## config.mk

```make
export PLATFORM = sky130hd
export DESIGN_NAME = key_edge_and_autorepeat_tracker
export DESIGN_NICKNAME = d
export VERILOG_FILES = /design/src/sv/keat_pkg.sv /design/src/sv/keat_cell.sv /design/src/sv/key_edge_and_autorepeat_tracker.sv
export SDC_FILE = /design/constraint.sdc
export NUM_CORES = 2
export LEC_CHECK = 0
export ABC_AREA = 1
export BUFFER_PORTS_ARGS = -buffer_cell sky130_fd_sc_hd__buf_2
export CAP_MARGIN = 20
export CORE_ASPECT_RATIO = 1.25
export CORE_UTILIZATION = 55
export DETAILED_ROUTE_END_ITERATION = 10
export GPL_TIMING_DRIVEN = 1
export PLACE_DENSITY = 0.72
export SLEW_MARGIN = 20
export SYNTH_ARGS = -nofsm -noshare
export SYNTH_HDL_FRONTEND = slang
export SYNTH_SLANG_ARGS = --single-unit
```

## constraint.sdc

```tcl
create_clock -name clk -period 19.43 [get_ports clk]
set_input_delay 0.9715 -clock clk [delete_from_list [all_inputs] [get_ports clk]]
set_output_delay 0.9715 -clock clk [all_outputs]
set_load 0.02 [all_outputs]
```

## src/sv/keat_pkg.sv

```systemverilog
// Shared types and constants of the key edge and auto-repeat tracker.
package keat_pkg;

	localparam int NUM_KEYS  = 32;
	localparam int MASK_BITS = 32;
	localparam int DELAY_W   = 10;
	localparam int KEY_W     = 6;
	localparam int IN_DATA_W = 8;
	localparam int OUT_DATA_W = 136;

	typedef logic [KEY_W-1:0]   key_t;
	typedef logic [DELAY_W-1:0] delay_t;

	// request kinds carried in tuser
	typedef enum logic [1:0] {
		REQ_LEVEL = 2'd0,
		REQ_PULSE = 2'd1,
		REQ_TICK  = 2'd2
	} req_t;

	// configuration register indexes
	localparam logic CFG_FIRST = 1'b0;
	localparam logic CFG_NEXT  = 1'b1;

	localparam delay_t FIRST_RST = 10'd20;
	localparam delay_t NEXT_RST  = 10'd4;

	typedef struct packed {
		delay_t first_dly;
		delay_t next_dly;
	} cfg_t;

	typedef struct packed {
		logic set_en;
		logic level;
		logic pulse_en;
	} cell_wr_t;

	typedef struct packed {
		logic held;
		logic press;
		logic rel;
		logic rep;
	} cell_res_t;

endpackage

```

## src/sv/keat_cell.sv

```systemverilog
// One key cell: raw level, one-shot flag, latched level and repeat counter.
module keat_cell (
	input  logic                clk,
	input  logic                arst_n,
	input  keat_pkg::cfg_t      cfg,
	input  keat_pkg::cell_wr_t  wr,
	input  logic                tok_in,
	input  logic                any_in,
	output logic                tok_out,
	output logic                any_out,
	output keat_pkg::cell_res_t res
);

	logic                raw_q, pend_q, lat_q, act_q;
	keat_pkg::delay_t    cnt_q;
	logic                tok_q, any_q;
	keat_pkg::cell_res_t res_q;

	logic                cur, pe, re, act_n, trig;
	keat_pkg::delay_t    cnt_n;

	always_comb begin
		cur = raw_q;
		pe  = cur & ~lat_q;
		re  = lat_q & ~cur;
		if (cur) begin
			act_n = 1'b1;
			if (!act_q) begin
				cnt_n = cfg.first_dly;
			end else if (cnt_q == '0) begin
				cnt_n = cfg.next_dly;
			end else begin
				cnt_n = cnt_q - keat_pkg::delay_t'(1);
			end
		end else begin
			act_n = 1'b0;
			cnt_n = '0;
		end
		trig = pe | (act_n & (cnt_n == '0));
	end

	always_ff @(posedge clk or negedge arst_n) begin
		if (!arst_n) begin
			raw_q  <= 1'b0;
			pend_q <= 1'b0;
			lat_q  <= 1'b0;
			act_q  <= 1'b0;
			cnt_q  <= '0;
			tok_q  <= 1'b0;
			any_q  <= 1'b0;
			res_q  <= '0;
		end else begin
			tok_q <= tok_in;
			if (tok_in) begin
				lat_q  <= cur;
				// a one-shot press lasts exactly one frame
				if (cur && pend_q) begin
					raw_q <= 1'b0;
				end
				pend_q <= 1'b0;
				act_q  <= act_n;
				cnt_q  <= cnt_n;
				any_q  <= any_in | cur;
				res_q  <= '{held: cur, press: pe, rel: re, rep: trig};
			end else if (wr.pulse_en) begin
				raw_q  <= 1'b1;
				pend_q <= 1'b1;
			end else if (wr.set_en) begin
				raw_q <= wr.level;
			end
		end
	end

	assign tok_out = tok_q;
	assign any_out = any_q;
	assign res     = res_q;

endmodule

```

## src/sv/key_edge_and_autorepeat_tracker.sv

```systemverilog
// Top level: input decode, chain of key cells, result word register.
// A tick word is registered in start_q, then its token passes every key cell in turn.
// One tick at a time: the tick token walks the cell chain
//   one key per cycle, and s_axis_tready stays low until the result word is loaded.
// Level and one-shot words are taken one per cycle while no tick is in flight.
// Reset: all keys up and idle, delays 20 and 4, no result word pending.
module key_edge_and_autorepeat_tracker (
	input  logic                                clk,
	input  logic                                arst_n,
	// input words
	input  logic                                s_axis_tvalid,
	output logic                                s_axis_tready,
	input  logic [keat_pkg::IN_DATA_W-1:0]      s_axis_tdata,  // key[5:0], level[6], zero pad
	input  logic [1:0]                          s_axis_tuser,  // req_type[1:0]
	// result words
	output logic                                m_axis_tvalid,
	input  logic                                m_axis_tready,
	output logic [keat_pkg::OUT_DATA_W-1:0]     m_axis_tdata,  // held_mask[31:0],
	                                                           // press_mask[63:32],
	                                                           // release_mask[95:64],
	                                                           // repeat_mask[127:96],
	                                                           // any_held[128], zero pad
	// configuration writes
	input  logic                                wr_en,
	input  logic                                wr_index,
	input  logic [keat_pkg::DELAY_W-1:0]        wr_data
);

	localparam int N = keat_pkg::NUM_KEYS;
	localparam int M = keat_pkg::MASK_BITS;

	// Configuration registers.
	keat_pkg::cfg_t cfg_q;

	always_ff @(posedge clk or negedge arst_n) begin
		if (!arst_n) begin
			cfg_q.first_dly <= keat_pkg::FIRST_RST;
			cfg_q.next_dly  <= keat_pkg::NEXT_RST;
		end else if (wr_en) begin
			unique case (wr_index)
				keat_pkg::CFG_FIRST: cfg_q.first_dly <= wr_data;
				keat_pkg::CFG_NEXT:  cfg_q.next_dly  <= wr_data;
				default: ;
			endcase
		end
	end

	// Input decode. A tick holds the port from acceptance until its result word is
	// loaded into the output register.
	logic              busy_q, start_q, fin_q;
	logic              in_acc, is_tick, is_level, is_pulse;
	keat_pkg::key_t    in_key;
	logic              in_level;

	assign s_axis_tready = ~busy_q;
	assign in_acc   = s_axis_tvalid & s_axis_tready;
	assign in_key   = s_axis_tdata[keat_pkg::KEY_W-1:0];
	assign in_level = s_axis_tdata[keat_pkg::KEY_W];
	assign is_tick  = in_acc & (s_axis_tuser == keat_pkg::REQ_TICK);
	assign is_level = in_acc & (s_axis_tuser == keat_pkg::REQ_LEVEL);
	assign is_pulse = in_acc & (s_axis_tuser == keat_pkg::REQ_PULSE);

	// Cell chain: the token and the running any-held flag hop one cell per cycle.
	logic                tok [0:N];
	logic                anyc [0:N];
	keat_pkg::cell_res_t res [0:N-1];

	assign tok[0]  = start_q;
	assign anyc[0] = 1'b0;

	for (genvar k = 0; k < N; k++) begin : g_cell
		keat_pkg::cell_wr_t wr;
		// keys at or above NUM_KEYS never match, so they drop out here
		assign wr.set_en   = is_level & (in_key == keat_pkg::key_t'(k));
		assign wr.pulse_en = is_pulse & (in_key == keat_pkg::key_t'(k));
		assign wr.level    = in_level;

		keat_cell u_cell (
			.clk     (clk),
			.arst_n  (arst_n),
			.cfg     (cfg_q),
			.wr      (wr),
			.tok_in  (tok[k]),
			.any_in  (anyc[k]),
			.tok_out (tok[k+1]),
			.any_out (anyc[k+1]),
			.res     (res[k])
		);
	end

	// Gather per-key bits into masks; keys past the mask width get no bit.
	logic [M-1:0] held_w, press_w, rel_w, rep_w;

	for (genvar b = 0; b < M; b++) begin : g_mask
		if (b < N) begin : g_key
			assign held_w[b]  = res[b].held;
			assign press_w[b] = res[b].press;
			assign rel_w[b]   = res[b].rel;
			assign rep_w[b]   = res[b].rep;
		end else begin : g_pad
			assign held_w[b]  = 1'b0;
			assign press_w[b] = 1'b0;
			assign rel_w[b]   = 1'b0;
			assign rep_w[b]   = 1'b0;
		end
	end

	// Result register. Hold a finished sweep in fin_q while the last word waits.
	logic         out_free, pending, load;
	logic         oval_q;
	logic [M-1:0] held_q, press_q, rel_q, rep_q;
	logic         any_q;

	assign out_free = ~oval_q | m_axis_tready;
	assign pending  = tok[N] | fin_q;
	assign load     = pending & out_free;

	always_ff @(posedge clk or negedge arst_n) begin
		if (!arst_n) begin
			busy_q  <= 1'b0;
			start_q <= 1'b0;
			fin_q   <= 1'b0;
			oval_q  <= 1'b0;
		end else begin
			start_q <= is_tick;
			fin_q   <= pending & ~out_free;
			if (is_tick) begin
				busy_q <= 1'b1;
			end else if (load) begin
				busy_q <= 1'b0;
			end
			if (load) begin
				oval_q <= 1'b1;
			end else if (m_axis_tready) begin
				oval_q <= 1'b0;
			end
		end
	end

	always_ff @(posedge clk) begin
		if (load) begin
			held_q  <= held_w;
			press_q <= press_w;
			rel_q   <= rel_w;
			rep_q   <= rep_w;
			any_q   <= anyc[N];
		end
	end

	assign m_axis_tvalid = oval_q;
	assign m_axis_tdata  = {7'd0, any_q, rep_q, rel_q, press_q, held_q};

endmodule

```

==> results.yml <==
global_routing:
  grt_max_degree: 165
  grt_pass1_wl_mm: 201
  grt_remaining_overflow: 0
  grt.total_usage_pct: 33.7
  antenna_found_initial: 7
  grt_pass1_vias: 36240
timing:
  rsz0062_at_grt: "false"
  drv_slew: 0
  fmax_mhz: 363
  whs_ns: 0.322
  setup_violations: 0
  timing.setup.tns_ns: 0
  finalHoldViolCount: 0
  max_slew_margin_pct: 21.5
  tightest_slew_ns: 1.18
  skew_ns: 0.0236
  fin_crit_ns: 2.76
  fin_crit_sh_pct: 14.2
synth:
  synthCells: 5614
  ys.flop_type: "dfrtp_1"
  ys_seq_area_share_pct: 45.4
  synth_area_leader_cell: "dfrtp_1"
  synth_top_family_by_area: "simple AND/OR/NAND/NOR gates"
  yosys-top-cells-area: "dfrtp_1, nand2_1, edfxtp_1"
  synth_xor_area_share_pct: 1.71
  synth-compound-area-share_pct: 15.1
  yosys_warnings: 0
  synth-simple-area-share_pct: 29.9
  synthAdderAreaFrac_pct: 0.963
  synth_top_area_share_pct: 35.9
  synth_seq_cells: 728
  async_reset_ff_share_pct: 82.3
  syn_area_per_cell_um2: 7.40
  synth_cell_type_count: 43
  synthMuxAreaShare_pct: 0
  netlist_area_um2: 41600
  synth_edf_count: 129
clocking:
  worstSkewPairLatency_ns: 0.64
  clockRootBuffer: "clkbuf_16"
  cts.reportedPaths.clkPinSlew_ns: 0.06
  hold_buffers: 0
  cts_tree: "yes"
  post_cts_buffers: 0
  cts.path.max_buffers: 3
  cts_resized: 0
  cts.sinks: 728
  htree_num_levels: 3
  cts_inserted_buffers: 76
floorplanning:
  core_um2: 74700
  die_height_um: 309
  initial_core_util_pct: 55.6
  rows: 112
  io_pins: 164
  die_w_um: 248
  die_area_um2: 76700
critical_path:
  path_common_cell: "nand2_1"
  crit_type: "register to register"
  end_kind: "register"
  crit_family: "buffers and inverters"
  cpPeakStageDelay_ns: 0.67
  crit_path_max_fanout: 18
  startpoint_type: "register"
  critPathBufInv: 3
  crit_arrival_ns: 3.28
  slowest_stage: "clkinv_1"
  path_cells: "buf_4 > clkinv_1 > buf_4 > nand3_1 > nand2_1 > nand2_1 > nand2_1 > nand2_1 > nor2_1 > nand3_1 > nand2_1"
  worstPathRequired_ns: 19.95
placement:
  numPortBuffers: 155
  gp_congestion: 0.971
  placed_cell_area_um2: 43000
  dp_hpwl_mm: 82.1
final_layout:
  num-fill-cells: 6797
  final_area_um2: 45400
  nNetsFinal: 5726
  drive_gt1_share_pct: 8.25
  mostFrequentLayoutCell: "nand2_1"
  synthToLayoutAreaGrowth_pct: 9.34
  final_cell_mix: "nand2_1, nand3_1, dfrtp_1, o21ai_0, nor2_1"
routing:
  drt-vias-per-instance: 5.86
  drc_errors: 0
  wire_per_inst_um: 19.2
  dr.first_iter.drc_count: 3714
  dr_total_vias: 39246
  route.antenna.remaining_nets: 0
  finalWirelength_mm: 129
  firstDrtPassIters: 6
power_and_ir_drop:
  powerDensity_nw_per_um2: 87.6
  irDropWorstVdd_v: 0.0000630
  p_leak_nw: 20.9
status:
  status: "finished, final reports clean"
run:
  drv_cap: 0
worst_hold_path:
  hold_path_class: "input pin to asynchronous set/reset pin"
[synthesized netlist by cell type (41+ instances only)]
| master | n |
|---|---|
| o21ai_0 | 505 |
| a21oi_1 | 438 |
| clkinv_1 | 45 |
| edfxtp_1 | 129 |
| dfrtp_1 | 596 |
| xor2_1 | 41 |
| nand3_1 | 678 |
| inv_1 | 467 |
| clkbuf_1 | 180 |
| o21bai_1 | 49 |
| nand2_1 | 1517 |
| nor2_1 | 488 |
| o21ai_1 | 54 |
[kinds of logic (layout without fill, tap and decap cells)]
kind of cell,Yosys count,count (layout)
AO/OA/AOI/OAI,1167,1167
XOR/XNOR,81,81
adder cells (fa/ha/maj),32,32
buffers and inverters,742,853
flip-flops,728,728
other,1,9
AND/OR/NAND/NOR,2863,2863
[worst register-to-register path, delay by kind of cell, from the launching register on]
family / cells / cell delay [ns]
buffers and inverters: 3 / 1.66
flip-flops: 1 / 0.33
AND/OR/NAND/NOR: 8 / 0.66
[registers in the layout, summed over array words and instances, names as in the netlist, 20 cells and up]
signal                 count
cfg_q                     20
g_cell.u_cell.act_q       32
g_cell.u_cell.any_out     31
g_cell.u_cell.cnt_q      320
g_cell.u_cell.cur         32
g_cell.u_cell.pend_q      32
g_cell.u_cell.res         96
g_cell.u_cell.tok_out     32
held_q                    32
press_q                   32
rel_q                     32
rep_q                     32
[layout make-up]
type,instances,area (µm²),area share (%)
Clock buffer,102,2100,4.63
Timing Repair Buffer,191,1080,2.37
Inverter,521,1960,4.30
Multi-Input combinational cell,4150,19800,43.7
Sequential cell,728,18900,41.5
Antenna cell,2,5.00,0.0110
Tap cell,969,1210,2.67
Clock inverter,39,365,0.804
[worst paths after layout]
| kind | from | endpoint | slack [ns] | cells after the start |
|---|---|---|---|---|
| setup / recovery | cfg_q[6]$_DFFE_PN0P_ | g_cell[22].u_cell.res[0]$_DFFE_PN0P_ | 16.67 | 11 |
| hold / removal | arst_n | g_cell[24].u_cell.cnt_q[5]$_DFFE_PN0P_ | 0.32 | 1 |
| hold reg to reg | g_cell[16].u_cell.res[2]$_DFFE_PN0P_ | press_q[16]$_DFFE_PP_ | 0.45 | 0 |
| min in group clk | g_cell[16].u_cell.res[2]$_DFFE_PN0P_ | press_q[16]$_DFFE_PP_ | 0.45 | 0 |
| setup reg to reg | cfg_q[6]$_DFFE_PN0P_ | g_cell[22].u_cell.res[0]$_DFFE_PN0P_ | 16.67 | 11 |
| max in group asynchronous | arst_n | g_cell[8].u_cell.pend_q$_DFFE_PN0N_ | 16.76 | 3 |
[power by group]
group / internal [mW] / total [mW] / leakage [nW] / switching (mW)
Combinational: 0.221 / 0.772 / 10.3 / 0.551
Sequential: 1.65 / 1.74 / 9.38 / 0.0867
Clock: 0.833 / 1.47 / 1.21 / 0.637
[layer usage]
| layer | vias up | wire length, µm | GRT usage, % | share of wire (%) |
|---|---|---|---|---|
| li1 | 18713 | - | - | - |
| met1 | 18379 | 52100 | 44.9 | 40 |
| met2 | 1722 | 57700 | 52.0 | 45 |
| met3 | 426 | 12200 | 6.40 | 9.5 |
| met4 | 6 | 7020 | 18.3 | 5.4 |
| met5 | - | 40 | 0 | 0.031 |
[metrics by stage]
stage | setup WS, ns | power [mW] | std cells | util, %
4_1_cts | 16.66 | 3.98 | 6699 | 60.8
3_3_place_gp | 15.99 | 2.50 | 6558 | 57.5
6_report | 16.67 | 3.98 | 6702 | 60.8
5_1_grt | 16.28 | 4.14 | 6700 | 60.8
2_1_floorplan | 12.33 | 2.25 | 5620 | -
3_5_place_dp | 15.96 | 2.52 | 6558 | 57.5
Note: power is estimated with default switching activity, not from simulation.
